File: src/qla_pkg.sv
// Shared constants, types and helper functions of the tabular Q-learning agent.
package qla_pkg;

  // Table geometry.
  localparam int QUANT_LEVELS = 100;
  localparam int ACTION_STEPS = 10;
  localparam int QVALUE_WIDTH = 32;

  localparam int ROW_LEN  = ACTION_STEPS + 1;
  localparam int NUM_ROWS = (QUANT_LEVELS + 1) * (QUANT_LEVELS + 1);
  localparam int Q_DEPTH  = NUM_ROWS * ROW_LEN;

  localparam int LEVEL_W = $clog2(QUANT_LEVELS + 1);
  localparam int ACT_W   = $clog2(ROW_LEN);
  localparam int ROW_W   = $clog2(NUM_ROWS);
  localparam int ADDR_W  = $clog2(Q_DEPTH);

  // Fixed field widths.
  localparam int FRAC_W     = 17;
  localparam int FRAC_SHIFT = 16;
  localparam int PROB_W     = 16;
  localparam int REW_W      = 32;
  localparam int IDX_W      = 4;
  localparam int VAL_W      = 32;
  localparam int CFG_IDX_W  = 3;
  localparam int CFG_DATA_W = 16;
  localparam int ONE_Q16    = 65536;

  // Update datapath widths.
  localparam int QW    = QVALUE_WIDTH;
  localparam int TGT_W = ((QW > REW_W) ? QW : REW_W) + 2;
  localparam int DIF_W = TGT_W + 1;
  localparam int SUM_W = DIF_W + 1;
  localparam int GP_W  = QW + PROB_W + 1;
  localparam int AP_W  = DIF_W + PROB_W + 1;

  // Operation codes.
  localparam logic [1:0] OP_SELECT = 2'd0;
  localparam logic [1:0] OP_UPDATE = 2'd1;
  localparam logic [1:0] OP_DECAY  = 2'd2;

  // Configuration register indexes.
  localparam logic [CFG_IDX_W-1:0] CFG_LEARNING_RATE = 3'd0;
  localparam logic [CFG_IDX_W-1:0] CFG_DISCOUNT      = 3'd1;
  localparam logic [CFG_IDX_W-1:0] CFG_EPS_START     = 3'd2;
  localparam logic [CFG_IDX_W-1:0] CFG_EPS_DECAY     = 3'd3;
  localparam logic [CFG_IDX_W-1:0] CFG_EPS_FLOOR     = 3'd4;

  // Register values after reset.
  localparam logic [PROB_W-1:0] LR_RESET    = 16'd6554;
  localparam logic [PROB_W-1:0] GAMMA_RESET = 16'd58982;
  localparam logic [PROB_W-1:0] EPS_RESET   = 16'd6554;
  localparam logic [PROB_W-1:0] DECAY_RESET = 16'd65208;
  localparam logic [PROB_W-1:0] FLOOR_RESET = 16'd655;

  typedef logic [FRAC_W-1:0]     frac_t;
  typedef logic [PROB_W-1:0]     prob_t;
  typedef logic signed [QW-1:0]  qval_t;
  typedef logic [ADDR_W-1:0]     addr_t;
  typedef logic [ACT_W-1:0]      act_t;
  typedef logic [LEVEL_W-1:0]    level_t;
  typedef logic [ROW_W-1:0]      row_t;

  // One access cycle of the Q table.
  typedef struct packed {
    logic  we;
    addr_t waddr;
    qval_t wdata;
    logic  re;
    addr_t raddr;
  } qmem_req_t;

  // Tells the row scanner that read data is valid and which action it belongs to.
  typedef struct packed {
    logic fold;
    act_t idx;
  } rowmax_ctl_t;

  typedef logic [ROW_LEN-1:0][FRAC_W-1:0] inten_tbl_t;

  function automatic frac_t clamp_one(frac_t f);
    return (f > frac_t'(ONE_Q16)) ? frac_t'(ONE_Q16) : f;
  endfunction

  function automatic level_t level_of(frac_t f);
    logic [FRAC_W+LEVEL_W-1:0] p;
    p = (FRAC_W + LEVEL_W)'(clamp_one(f)) * (FRAC_W + LEVEL_W)'(QUANT_LEVELS);
    return p[FRAC_SHIFT +: LEVEL_W];
  endfunction

  function automatic act_t index_of(frac_t f);
    logic [FRAC_W+ACT_W-1:0] p;
    p = (FRAC_W + ACT_W)'(clamp_one(f)) * (FRAC_W + ACT_W)'(ACTION_STEPS);
    return p[FRAC_SHIFT +: ACT_W];
  endfunction

  // Smallest intensity whose scaled floor gives the action index back.
  function automatic inten_tbl_t build_inten_tbl();
    inten_tbl_t t;
    for (int i = 0; i < ROW_LEN; i++) begin
      t[i] = FRAC_W'((i * ONE_Q16 + ACTION_STEPS - 1) / ACTION_STEPS);
    end
    return t;
  endfunction

  localparam inten_tbl_t GREEDY_INTEN = build_inten_tbl();

  // Low 32 bits of a Q value, sign extended first when the table is narrower.
  function automatic logic [VAL_W-1:0] q_to_out(qval_t q);
    logic signed [QW+VAL_W-1:0] ext;
    ext = (QW + VAL_W)'(q);
    return ext[VAL_W-1:0];
  endfunction

endpackage

File: src/qla_rowmax.sv
// Running maximum over one table row, keeping the lowest action index on ties.
module qla_rowmax (
  input  logic                 clk,
  input  qla_pkg::qval_t       rd_data,
  input  qla_pkg::rowmax_ctl_t ctl,
  output qla_pkg::qval_t       best,
  output qla_pkg::act_t        pick
);

  qla_pkg::qval_t best_r;
  qla_pkg::act_t  pick_r;

  // The first entry of a row always loads; later ones only when strictly greater.
  always_ff @(posedge clk) begin
    if (ctl.fold && ((ctl.idx == '0) || (rd_data > best_r))) begin
      best_r <= rd_data;
      pick_r <= ctl.idx;
    end
  end

  assign best = best_r;
  assign pick = pick_r;

endmodule

File: config.mk
export PLATFORM = sky130hd
export DESIGN_NAME = qla_rowmax
export DESIGN_NICKNAME = d
export VERILOG_FILES = /design/src/qla_pkg.sv /design/src/qla_rowmax.sv
export SDC_FILE = /design/constraint.sdc
export NUM_CORES = 1
export LEC_CHECK = 0
export BUFFER_PORTS_ARGS = -buffer_cell sky130_fd_sc_hd__buf_2
export CELL_PAD_IN_SITES_DETAIL_PLACEMENT = 1
export CELL_PAD_IN_SITES_GLOBAL_PLACEMENT = 1
export CORE_MARGIN = 4
export CORE_UTILIZATION = 34
export CTS_BUF_LIST = sky130_fd_sc_hd__clkbuf_16
export DETAILED_ROUTE_END_ITERATION = 16
export PLACE_DENSITY_LB_ADDON = 0.1
export SETUP_SLACK_MARGIN = 0.02
export SLEW_MARGIN = 20
export SYNTH_ARGS = -nofsm -noshare
export SYNTH_HDL_FRONTEND = slang
export SYNTH_SLANG_ARGS = --single-unit
File: constraint.sdc
create_clock -name clk -period 2.7 [get_ports clk]
set_clock_uncertainty 0.05 [all_clocks]
set_input_delay 0.675 -clock clk [delete_from_list [all_inputs] [get_ports clk]]
set_output_delay 0.675 -clock clk [all_outputs]
set_load 0.05 [all_outputs]
* Yosys cells after proc, flatten, opt, wreduce, memory -nomap -nowiden
Cells that the tools add are included.
** Cells by class
- Magnitude comparators :: 1
- Reductions and logical operators :: 3
** Operators with widths (number)
- 32-bit > comparator :: 1
- 4-bit logical NOT :: 1
- 1-bit logical AND :: 1
- 1-bit logical OR :: 1
** Storage, ports and cells
- Register bits :: 36
- Output and inout bits :: 36

* Depth between registers and ports, before layout
- Word-level depth :: 3
- Depth in mapped cells :: 8
- Depth with buffers taken out :: 8

* Worst setup path before layout
No wires, ideal clock.
- Path kind :: reg2reg
- From :: reg best_r[1], in the netlist best[1]
- To :: reg best_r[0], in the netlist best[0] (enable)
- Setup time :: 377 ps
- Arrival time :: 2355 ps
- Required time :: 2273 ps
- Slack :: -82 ps
- Cell stages (with the launch flop) :: 9
- Buffers on the path :: 0
- Period minus slack after synthesis :: 2782 ps
- Cell sequence :: edfxtp_1 > inv_1 > ha_1 > nor2b_1 > o211ai_1 > a2111oi_0 > o31ai_1 > o2bb2a_4 > nand2_2
** Between the ends
- Longest elaborated chain between the ends :: 3
** Ends and longest elaborated chain
- from (decl) :: line qla_rowmax.sv:10 : qla_pkg::qval_t best_r;
- from (signal assigned) :: line qla_rowmax.sv:16 : best_r <= rd_data;
- 32-bit > comparator :: line qla_rowmax.sv:15 : if (ctl.fold && ((ctl.idx == '0) || (rd_data > best_r))) begin
- 1-bit logical OR :: line qla_rowmax.sv:15
- 1-bit logical AND :: line qla_rowmax.sv:15
Every way passes these cells.
A chain may end at the register's enable or synchronous reset.

* Worst setup path in the final report
- From :: in rd_data[30]
- To :: reg best_r[2], in the netlist best[2] (enable)
** Between the ends
- Longest elaborated chain between the ends :: 3
** Ends and longest elaborated chain
- from (decl) :: line qla_rowmax.sv:4 : input qla_pkg::qval_t rd_data,
- 32-bit > comparator :: line qla_rowmax.sv:15
- 1-bit logical OR :: line qla_rowmax.sv:15
- 1-bit logical AND :: line qla_rowmax.sv:15
Every way passes these cells.

==> impl_metrics.tcl <==
set metrics [dict create \
    outcome "completed" \
    grt_util_all_layers_pct 13.3 \
    numPortBuffers 73 \
    ys.warnings.count 0 \
    route.detailed.drc 0 \
    dr_total_vias 1479 \
    gp_congestion 0.728 \
    antenna_found_initial 0 \
    dr.pass1.iters 4 \
    worst_pin_slew_ns 0.393 \
    fin_crit_ns 2.42 \
    synth_seq_area_share_pct 55.3 \
    die_h_um 83.8 \
    synth_fp_nets 224 \
    reg2reg_depth 8 \
    synth_area_leaders "edfxtp_1 (55%), ha_1 (20%), inv_1 (6.3%)" \
    finalHoldViolCount 0 \
    final_util_pct 47.4 \
    clk_pin_slew_worst_paths_ns 0.05 \
    cp-end-kind "flip-flop" \
    synth_compound_area_share_pct 9.10 \
    worst-path-buf-inv 2 \
    drtAntennaViolNets 0 \
    cts_tree "done" \
    ioPinCount 74 \
    first_global_vias 1637 \
    wl_per_cell_um 14.1 \
    synth-edff-count 36 \
    ys.flop_type "edfxtp_1" \
    maxCapViolCount 0 \
    die_area_um2 7020 \
    critPathLaunchType "input port" \
    cp_data_required_time_ns 2.63 \
    drive_gt1_share_pct 37.6 \
    dr.first_iter.drc_count 17 \
    fmax_mhz 414 \
    cp_slowest_stage_delay_ns 0.33 \
    cts_root_buf "clkbuf_16" \
    grt_pass1_wl_um 7530 \
    dp_hpwl_um 3740 \
    syn_area_um2 1950 \
    cp_cell_sequence "buf_2, ha_1, a21oi_1, nand2_1, a221oi_1, nor3b_2, o2bb2a_4, nand2_4, buf_12" \
    synth.area.mux_share_pct 0 \
    min_to "best[0]" \
    synth-simple-area-share_pct 8.71 \
    ff2ff_setup_slack_ns 0.40 \
    p_per_area_nw_per_um2 687 \
    synth_top_cells_by_count "edfxtp_1 (36), inv_1 (33), ha_1 (32)" \
    drt_wl_total_um 4440 \
    synth_area_per_cell_um2 12.7 \
    synth_top_area_share_pct 55.3 \
    cellLeakagePower_nw 1.28 \
    setup_violations 0 \
    hold_depth 1 \
    synth_xor_area_share_pct 0 \
    overflow 0 \
    coreArea_um2 5540 \
    cts_buffer_depth 2 \
    insertion_delay_ns 0.28 \
    path_max_fanout 20 \
    relSlewSlack_pct 73.1 \
    setup.worst_path.class "in -> reg" \
    synthAdderAreaFrac_pct 20.5 \
    worstReg2RegStart "best[14]" \
    maxSlewViolCount 0 \
    setup_tns_ns 0 \
    yosys_register_bits 36 \
    synthDistinctLibCells 26 \
    antenna_cells 0 \
    crit_family "compound AO/OA/AOI/OAI gates" \
    cts_made_buffers 5 \
    r2r-end "best[2]" \
    postCtsSetupRepairBufs 0 \
    synthCells 154 \
    synth_top_area_cell "edfxtp_1" \
    ir_drop_uv 253 \
    rows 27 \
    cts-resized-gates 0 \
    viasPerCell 4.71 \
    fin_nets 311 \
    min_path_type "in -> reg" \
    cts_hold_buffers 0 \
    die_w_um 83.8 \
    min_from "rd_data[0]" \
    cp.depth 9 \
    cts_sinks 36 \
    fin_crit_sh_pct 89.5 \
    slowest_stage "ha_1" \
    async_flop_share_pct 0 \
    syn_to_final_growth_pct 34.5 \
    arrival_ns 2.35 \
    grt_setup_unrepaired "false" \
    grt_max_degree 21 \
    synth_top_family_by_area "adder cells" \
    htree_num_levels 2 \
    synth.most_common_cell "edfxtp_1" \
    initial_core_util_pct 35.3 \
]
## metal layers
| metal | GRT usage [%] | share of wire (%) | vias to the layer above | wire length (um) |
|---|---|---|---|---|
| met2 | 24.6 | 52 | 42 | 2320 |
| met3 | 4.15 | 6.7 | 6 | 299 |
| li1 | - | - | 740 | - |
| met5 | 0 | 0 | - | 0 |
| met1 | 14.5 | 40 | 691 | 1770 |
| met4 | 3.95 | 1.1 | 0 | 48 |
## worst max-delay path by stage
stage	startpoint	end	slack, ns
after floorplan	best[1]	best[0]	0.12
after global placement	rd_data[14]	best[14]	-0.006
after detailed placement	rd_data[30]	best[0]	-0.02
after CTS	rd_data[14]	best[0]	0.25
after global routing	rd_data[14]	best[26]	0.11
final	rd_data[30]	best[2]	0.28
## cells by family (layout without fill, tap and decap cells)
family	after synthesis	count (layout)
flip-flops	36	36
buffers and inverters	33	121
adder cells (fa/ha/maj)	32	32
AND/OR/NAND/NOR	27	27
AO/OA/AOI/OAI	26	26
## state kept, by name (all words and copies together) (netlist names)
| signal | flops |
|---|---|
| best | 32 |
| pick | 4 |
## per-stage QoR
stage / total power, mW / setup slack (ns) / cell area (um^2) / instances / hold slack (ns)
global placement: 1.28 / -0.00564 / 2490 / 306 / 0.817
CTS: 1.84 / 0.252 / 2630 / 314 / 0.537
finish: 1.81 / 0.283 / 2630 / 314 / 0.541
detailed placement: 1.29 / -0.0215 / 2490 / 306 / 0.820
floorplan: 1.11 / 0.119 / 1960 / 154 / 0.724
global route: 1.91 / 0.112 / 2630 / 314 / 0.534
## area by class of cell
cell class,instances,area [um^2]
inverters,33,124
well taps,72,90.1
clock buffers,5,125
multi-input cells,85,753
clock inverters,3,11.3
flip-flops and latches,36,1080
repair buffers,80,443
fillers,649,2910
## power by group
group | leakage, nW | switching [mW] | total (mW) | internal [mW]
clock network | 0.0738 | 0.207 | 0.538 | 0.332
logic | 0.866 | 0.375 | 0.543 | 0.169
registers | 0.338 | 0.0264 | 0.724 | 0.697
total | 1.28 | 0.608 | 1.81 | 1.20
## cells in the final DEF (no fill, tap or decap), types with 2 or more instances in the layout
cell type,n
inv_1,35
nand3_1,5
ha_1,32
nor2b_1,2
o21ai_0,2
nand4_2,2
a21o_1,3
nand2_1,5
nand4_1,6
clkbuf_16,5
buf_4,5
a21oi_1,12
nor2_1,2
edfxtp_1,36
buf_12,2
buf_2,73
Note: power is estimated with default switching activity, not from simulation.
