[src/qla_pkg.sv]
// Shared constants, types and helper functions of the tabular Q-learning agent.
package qla_pkg;

  // Table geometry.
  localparam int QUANT_LEVELS = 100;
  localparam int ACTION_STEPS = 10;
  localparam int QVALUE_WIDTH = 32;

  localparam int ROW_LEN  = ACTION_STEPS + 1;
  localparam int NUM_ROWS = (QUANT_LEVELS + 1) * (QUANT_LEVELS + 1);
  localparam int Q_DEPTH  = NUM_ROWS * ROW_LEN;

  localparam int LEVEL_W = $clog2(QUANT_LEVELS + 1);
  localparam int ACT_W   = $clog2(ROW_LEN);
  localparam int ROW_W   = $clog2(NUM_ROWS);
  localparam int ADDR_W  = $clog2(Q_DEPTH);

  // Fixed field widths.
  localparam int FRAC_W     = 17;
  localparam int FRAC_SHIFT = 16;
  localparam int PROB_W     = 16;
  localparam int REW_W      = 32;
  localparam int IDX_W      = 4;
  localparam int VAL_W      = 32;
  localparam int CFG_IDX_W  = 3;
  localparam int CFG_DATA_W = 16;
  localparam int ONE_Q16    = 65536;

  // Update datapath widths.
  localparam int QW    = QVALUE_WIDTH;
  localparam int TGT_W = ((QW > REW_W) ? QW : REW_W) + 2;
  localparam int DIF_W = TGT_W + 1;
  localparam int SUM_W = DIF_W + 1;
  localparam int GP_W  = QW + PROB_W + 1;
  localparam int AP_W  = DIF_W + PROB_W + 1;

  // Operation codes.
  localparam logic [1:0] OP_SELECT = 2'd0;
  localparam logic [1:0] OP_UPDATE = 2'd1;
  localparam logic [1:0] OP_DECAY  = 2'd2;

  // Configuration register indexes.
  localparam logic [CFG_IDX_W-1:0] CFG_LEARNING_RATE = 3'd0;
  localparam logic [CFG_IDX_W-1:0] CFG_DISCOUNT      = 3'd1;
  localparam logic [CFG_IDX_W-1:0] CFG_EPS_START     = 3'd2;
  localparam logic [CFG_IDX_W-1:0] CFG_EPS_DECAY     = 3'd3;
  localparam logic [CFG_IDX_W-1:0] CFG_EPS_FLOOR     = 3'd4;

  // Register values after reset.
  localparam logic [PROB_W-1:0] LR_RESET    = 16'd6554;
  localparam logic [PROB_W-1:0] GAMMA_RESET = 16'd58982;
  localparam logic [PROB_W-1:0] EPS_RESET   = 16'd6554;
  localparam logic [PROB_W-1:0] DECAY_RESET = 16'd65208;
  localparam logic [PROB_W-1:0] FLOOR_RESET = 16'd655;

  typedef logic [FRAC_W-1:0]     frac_t;
  typedef logic [PROB_W-1:0]     prob_t;
  typedef logic signed [QW-1:0]  qval_t;
  typedef logic [ADDR_W-1:0]     addr_t;
  typedef logic [ACT_W-1:0]      act_t;
  typedef logic [LEVEL_W-1:0]    level_t;
  typedef logic [ROW_W-1:0]      row_t;

  // One access cycle of the Q table.
  typedef struct packed {
    logic  we;
    addr_t waddr;
    qval_t wdata;
    logic  re;
    addr_t raddr;
  } qmem_req_t;

  // Tells the row scanner that read data is valid and which action it belongs to.
  typedef struct packed {
    logic fold;
    act_t idx;
  } rowmax_ctl_t;

  typedef logic [ROW_LEN-1:0][FRAC_W-1:0] inten_tbl_t;

  function automatic frac_t clamp_one(frac_t f);
    return (f > frac_t'(ONE_Q16)) ? frac_t'(ONE_Q16) : f;
  endfunction

  function automatic level_t level_of(frac_t f);
    logic [FRAC_W+LEVEL_W-1:0] p;
    p = (FRAC_W + LEVEL_W)'(clamp_one(f)) * (FRAC_W + LEVEL_W)'(QUANT_LEVELS);
    return p[FRAC_SHIFT +: LEVEL_W];
  endfunction

  function automatic act_t index_of(frac_t f);
    logic [FRAC_W+ACT_W-1:0] p;
    p = (FRAC_W + ACT_W)'(clamp_one(f)) * (FRAC_W + ACT_W)'(ACTION_STEPS);
    return p[FRAC_SHIFT +: ACT_W];
  endfunction

  // Smallest intensity whose scaled floor gives the action index back.
  function automatic inten_tbl_t build_inten_tbl();
    inten_tbl_t t;
    for (int i = 0; i < ROW_LEN; i++) begin
      t[i] = FRAC_W'((i * ONE_Q16 + ACTION_STEPS - 1) / ACTION_STEPS);
    end
    return t;
  endfunction

  localparam inten_tbl_t GREEDY_INTEN = build_inten_tbl();

  // Low 32 bits of a Q value, sign extended first when the table is narrower.
  function automatic logic [VAL_W-1:0] q_to_out(qval_t q);
    logic signed [QW+VAL_W-1:0] ext;
    ext = (QW + VAL_W)'(q);
    return ext[VAL_W-1:0];
  endfunction

endpackage

[src/qla_update.sv]
// Five-stage pipeline for the Q update: target, difference, step and saturation.
module qla_update (
  input  logic                                clk,
  input  logic                                rst_n,
  input  logic                                launch,
  input  qla_pkg::qval_t                      cur,
  input  qla_pkg::qval_t                      maxnext,
  input  logic signed [qla_pkg::REW_W-1:0]    reward,
  input  qla_pkg::prob_t                      alpha,
  input  qla_pkg::prob_t                      gamma,
  output qla_pkg::qval_t                      nq,
  output logic                                done
);

  logic [4:0] v_r;

  qla_pkg::qval_t                      cur1_r, cur2_r, cur3_r, cur4_r, nq_r;
  logic signed [qla_pkg::REW_W-1:0]    rew1_r;
  logic signed [qla_pkg::GP_W-1:0]     gprod1_r;
  logic signed [qla_pkg::TGT_W-1:0]    tgt2_r;
  logic signed [qla_pkg::DIF_W-1:0]    diff3_r;
  logic signed [qla_pkg::AP_W-1:0]     aprod4_r;
  logic signed [qla_pkg::SUM_W-1:0]    sum_c;
  qla_pkg::qval_t                      sat_c;

  always_ff @(posedge clk) begin
    if (!rst_n) begin
      v_r <= '0;
    end else begin
      v_r <= {v_r[3:0], launch};
    end
  end

  // Products with a Q0.16 factor are exact; the arithmetic shift floors them.
  always_ff @(posedge clk) begin
    cur1_r   <= cur;
    rew1_r   <= reward;
    gprod1_r <= $signed({1'b0, gamma}) * maxnext;

    cur2_r   <= cur1_r;
    tgt2_r   <= qla_pkg::TGT_W'(rew1_r) + qla_pkg::TGT_W'(gprod1_r >>> qla_pkg::FRAC_SHIFT);

    cur3_r   <= cur2_r;
    diff3_r  <= qla_pkg::DIF_W'(tgt2_r) - qla_pkg::DIF_W'(cur2_r);

    cur4_r   <= cur3_r;
    aprod4_r <= $signed({1'b0, alpha}) * diff3_r;

    nq_r     <= sat_c;
  end

  always_comb begin
    sum_c = qla_pkg::SUM_W'(cur4_r) + qla_pkg::SUM_W'(aprod4_r >>> qla_pkg::FRAC_SHIFT);
    if ((&sum_c[qla_pkg::SUM_W-1:qla_pkg::QW-1]) || !(|sum_c[qla_pkg::SUM_W-1:qla_pkg::QW-1])) begin
      sat_c = sum_c[qla_pkg::QW-1:0];
    end else if (sum_c[qla_pkg::SUM_W-1]) begin
      sat_c = {1'b1, {(qla_pkg::QW-1){1'b0}}};
    end else begin
      sat_c = {1'b0, {(qla_pkg::QW-1){1'b1}}};
    end
  end

  assign nq   = nq_r;
  assign done = v_r[4];

endmodule

[config.mk]
export PLATFORM = sky130hd
export DESIGN_NAME = qla_update
export DESIGN_NICKNAME = d
export VERILOG_FILES = /design/src/qla_pkg.sv /design/src/qla_update.sv
export SDC_FILE = /design/constraint.sdc
export NUM_CORES = 2
export LEC_CHECK = 0
export BUFFER_PORTS_ARGS = -buffer_cell sky130_fd_sc_hd__buf_2
export CORE_MARGIN = 1
export CORE_UTILIZATION = 55
export DETAILED_ROUTE_END_ITERATION = 8
export GPL_ROUTABILITY_DRIVEN = 0
export PLACE_DENSITY = 0.72
export SYNTH_ARGS = -nofsm -noshare
export SYNTH_HDL_FRONTEND = slang
export SYNTH_SLANG_ARGS = --single-unit
[constraint.sdc]
create_clock -name clk -period 7.35 [get_ports clk]
set_clock_uncertainty 0.05 [all_clocks]
set_input_delay 0.735 -clock clk [delete_from_list [all_inputs] [get_ports clk]]
set_output_delay 0.735 -clock clk [all_outputs]
set_load 0.005 [all_outputs]
Word level (Yosys, flattened, before mapping)
Cells that the tools add are included.
{ "word_totals": {"in_bits": 131, "regBits": 367, "output_inout_bits": 33, "word_cells": 22} }
{ "op_classes": {"n_mul": 2, "n_reduce_logical": 4, "addsub": 3, "mux": 2} }
{ "ops": {"columns": ["cell", "count"], "rows": [
  ["two-way mux 32 bit", 2],
  ["multiplier 17 x 35 -> 52 bit", 1],
  ["multiplier 17 x 32 -> 49 bit", 1],
  ["adder 32 x 36 -> 36 bit", 1],
  ["subtractor 34 x 32 -> 35 bit", 1],
  ["adder 32 x 33 -> 34 bit", 1],
  ["AND reduction 5 bit", 1],
  ["OR reduction 5 bit", 1],
  ["logical NOT 1 bit", 1],
  ["logical OR 1 bit", 1]
]} }

Depth between registers and ports, before layout
{ "depth": {"ltp_word": 5, "mapped_depth": 26, "ltp_nobuf": 24} }

Worst setup path after synthesis
OpenSTA, ideal clock, no wires.
{ "synth_path": {"kind": "input to register", "start": "in maxnext[17]", "end": "reg gprod1_r[41] in the netlist's numbering", "path_stages": 22, "arrival_ns": 6.671, "setup_time_ns": 0.114, "path_slack_ns": 0.514, "path_buffers": 1, "required_time_ns": 7.186, "cell_sequence": "clkbuf_1 nand2_1 fa_1 fa_1 fa_1 inv_1 fa_1 fa_1 inv_1 fa_1 inv_1 ha_1 a2111oi_0 o21ai_0 a22oi_1 o21a_1 o21ba_2 o2111ai_1 a311o_1 a31o_2 mux2i_1 a2111oi_0"} }
{ "synth_via": {"elab_chain_cells": 1} }
{ "synth_rtl": {"columns": ["item", "line_no", "text"], "rows": [
  ["from (decl)", "qla_update.sv:7", "input qla_pkg::qval_t maxnext,"],
  ["multiplier 17 x 32 -> 49 bit", "qla_update.sv:38", "gprod1_r <= $signed({1'b0, gamma}) * maxnext;"],
  ["to (signal assigned)", "qla_update.sv:38", null],
  ["to (decl)", "qla_update.sv:19", "logic signed [qla_pkg::GP_W-1:0] gprod1_r;"]
]} }
Every way passes these cells.
A chain may end at the register's enable or synchronous reset.

Worst setup path after layout
{ "layout_path": {"start": "reg diff3_r[7] in the netlist's numbering", "end": "reg aprod4_r[34] in the netlist's numbering"} }
{ "layout_via": {"elab_chain_cells": 1} }
{ "layout_rtl": {"columns": ["item", "line_no", "text"], "rows": [
  ["from (decl)", "qla_update.sv:21", "logic signed [qla_pkg::DIF_W-1:0] diff3_r;"],
  ["from (signal assigned)", "qla_update.sv:44", "diff3_r <= qla_pkg::DIF_W'(tgt2_r) - qla_pkg::DIF_W'(cur2_r);"],
  ["multiplier 17 x 35 -> 52 bit", "qla_update.sv:47", "aprod4_r <= $signed({1'b0, alpha}) * diff3_r;"],
  ["to (signal assigned)", "qla_update.sv:47", null],
  ["to (decl)", "qla_update.sv:22", "logic signed [qla_pkg::AP_W-1:0] aprod4_r;"]
]} }
Every way passes these cells.

==> results_dict.tcl <==
set metrics [dict create \
    r2r-end "aprod4_r[34]" \
    crit_type "register to register" \
    yosys_warnings 0 \
    rsz0062_at_grt "no" \
    ioPinCount 164 \
    areaGrowthSynthToFinish_pct 7.03 \
    multi_input_area_um2 36600 \
    arrival_ns 7.17 \
    gr-usage-all-layers_pct 25.4 \
    antenna_found_initial 2 \
    ys_async_sr_fraction_pct 0 \
    cts_tree "done" \
    grt_overflow 0 \
    port_buffers 163 \
    drtPass1Iterations 6 \
    syn_area_um2 48700 \
    path_clk_slew_ns 0.06 \
    post_drt_via_cell_ratio 5.25 \
    fmax_mhz 148 \
    cts_sinks 335 \
    reg2reg_depth 23 \
    drv_cap 0 \
    post-route-period-util_pct 91.6 \
    holdCritStartpoint "cur[25]" \
    crit_top_cell "fa_1" \
    ys_ff_latch 335 \
    cp_top_family "adder cells" \
    tightest_slew_ns 0.959 \
    insertion_delay_ns 0.58 \
    finalHoldViolations 0 \
    drv_slew 0 \
    wirelength_mm 110 \
    status "finished, final reports clean" \
    cts_resized 0 \
    final.setup.tns_ns 0 \
    path_buf_inv 5 \
    r2r_start "diff3_r[7]" \
    num-nets-final 6832 \
    start_kind "register" \
    syn_nets 6735 \
    fill_cells 7520 \
    grt_pass1_wl_mm 182 \
    hold_class "input pin to register" \
    cts_max_path_buffers 3 \
    crit_chain "nand2_1 -> fa_1 -> inv_1 -> fa_1 -> inv_1 -> fa_1 -> inv_1 -> fa_1 -> fa_1 -> inv_1 -> fa_1 -> inv_1 -> ha_1 -> a21o_1 -> a31oi_1 -> o21ai_0 -> a41o_1 -> or2_2 -> o2111ai_1 -> a21boi_0 -> o21a_1 -> nor2_1 -> xnor2_1" \
    cts_buffers 34 \
    period_needed_ns 6.74 \
    cts_hold_buffers 0 \
    htree_levels 2 \
    cts-root-buf "clkbuf_16" \
    row_count 108 \
    holdPathStages 1 \
    post_cts_buffers 0 \
    die_h_um 300 \
    setup_viol 0 \
    end_kind "register" \
    hold_path_end "cur1_r[25]" \
    crit_path_start "diff3_r[7]" \
    die_w_um 300 \
    ys_types 80 \
    drt-initial-drc-count 2156 \
    seqCellArea_um2 6710 \
    layout-drive-gt1-share_pct 7.12 \
    grt_pass1_vias 35900 \
    drtAntennaViolNets 0 \
    grt_start_max_net_pins 36 \
    avgRoutedWirePerCell_um 16.8 \
    slowest_delay_ns 0.79 \
    synthFlopType "dfxtp_1" \
    route.detailed.drc 0 \
    crit_slowest_cell "dfxtp_1" \
    postSynthAreaPerCell_um2 9.28 \
    fin_util_pct 59.7 \
    cp.required_ns 7.79 \
    reg2reg_slack_ns 0.61 \
    ys_seq_area_share_pct 13.8 \
    cp_max_fo 15 \
    vias 34200 \
    dp.final_hpwl_mm 94.1 \
    coreArea_um2 87300 \
    die-area_um2 89800 \
    start_util_pct 55.8 \
    relSlewSlack_pct 36.0 \
    synth-edff-count 0 \
    syn_inst 5247 \
]
==> stage by stage <==
step	cell area [µm²]	setup slack, ns	hold WS (ns)	cells
after floorplan	48700	0.514	0.260	5247
after global placement	51000	0.178	0.260	6463
after detailed placement	51000	0.142	0.262	6463
after CTS	52100	0.648	0.169	6523
after global routing	52100	0.249	0.177	6524
final	52100	0.614	0.209	6525
==> worst max path at each step <==
| stage | endpoint | cells after the start |
|---|---|---|
| finish | aprod4_r[34] | 23 |
| global route | aprod4_r[34] | 23 |
| CTS | aprod4_r[48] | 23 |
| detailed placement | gprod1_r[41] | 21 |
| global placement | gprod1_r[41] | 23 |
| floorplan | gprod1_r[41] | 22 |
==> kinds of logic after synthesis <==
logic type                 count (synthesis)  share of synthesized area [%]
AOI/OAI and AO/OA                        503                           7.35
muxes                                      1                         0.0206
and+or+nand+nor                         1472                           14.4
DFF                                      335                           13.8
buffers and inverters                   1423                           11.1
adders and majority gates               1357                           50.6
xor gates and xnor gates                 156                           2.82
==> area by class of cell <==
cell class | count | area share, %
Antenna cell | 2 | 0.00960
Clock buffer | 49 | 1.87
Clock inverter | 11 | 0.307
Inverter | 1215 | 8.75
Multi-Input combinational cell | 3489 | 70.3
Sequential cell | 335 | 12.9
Tap cell | 1155 | 2.77
Timing Repair Buffer | 269 | 3.16
==> layout by cell type, fill, tap and decap left out, types with 10 or more instances in the layout <==
master and n:
inv_1 1215, fa_1 1019, nand2_1 764, and2_1 407
ha_1 338, dfxtp_1 335, buf_2 163, a21oi_1 140
xnor2_1 117, buf_4 103, nor2_1 86, o21ai_0 81
a21o_1 76, nand3_1 63, xor2_1 38, clkbuf_16 34
o221ai_2 30, nor3_1 26, nand2b_1 24, nor2b_1 24
o21a_1 22, and3_1 20, nand4_1 19, a31oi_1 16
o21bai_1 16, a211o_1 14, or3_1 11, a211oi_1 10
==> sequential cells by signal, indices dropped and copies added, names as in the netlist <==
| signal | cells |
|---|---|
| cur3_r | 32 |
| cur1_r | 32 |
| tgt2_r | 34 |
| aprod4_r | 36 |
| diff3_r | 35 |
| cur2_r | 32 |
| nq | 32 |
| cur4_r | 32 |
| v_r | 5 |
| gprod1_r | 33 |
| rew1_r | 32 |
==> synthesized netlist by cell type (10+ instances only) <==
library cell	count	area [µm²]
inv_1	1215	4560
fa_1	1019	20400
nand2_1	764	2870
and2_1	407	2550
ha_1	338	4230
dfxtp_1	335	6710
clkbuf_1	194	728
a21oi_1	140	701
xnor2_1	117	1020
nor2_1	86	323
o21ai_0	81	405
a21o_1	76	571
nand3_1	64	320
xor2_1	38	333
o221ai_2	30	450
nor3_1	26	130
nand2b_1	24	150
nor2b_1	24	150
o21a_1	22	165
and3_1	20	125
nand4_1	19	119
a31oi_1	16	100
o21bai_1	16	120
a211o_1	14	123
or3_1	11	68.8
a211oi_1	10	75.1
==> layer usage <==
layer	wire length (µm)	part of all wire (%)	global-route usage (%)	up-vias
li1	-	-	-	15900
met1	46700	43	35.0	17100
met2	51400	47	42.1	1197
met3	9390	8.6	4.62	138
met4	2080	1.9	5.21	0
met5	0	0	0	-
Power is not shown: default switching activity piles up to over one toggle a cycle in this logic, so the estimate is an artifact.
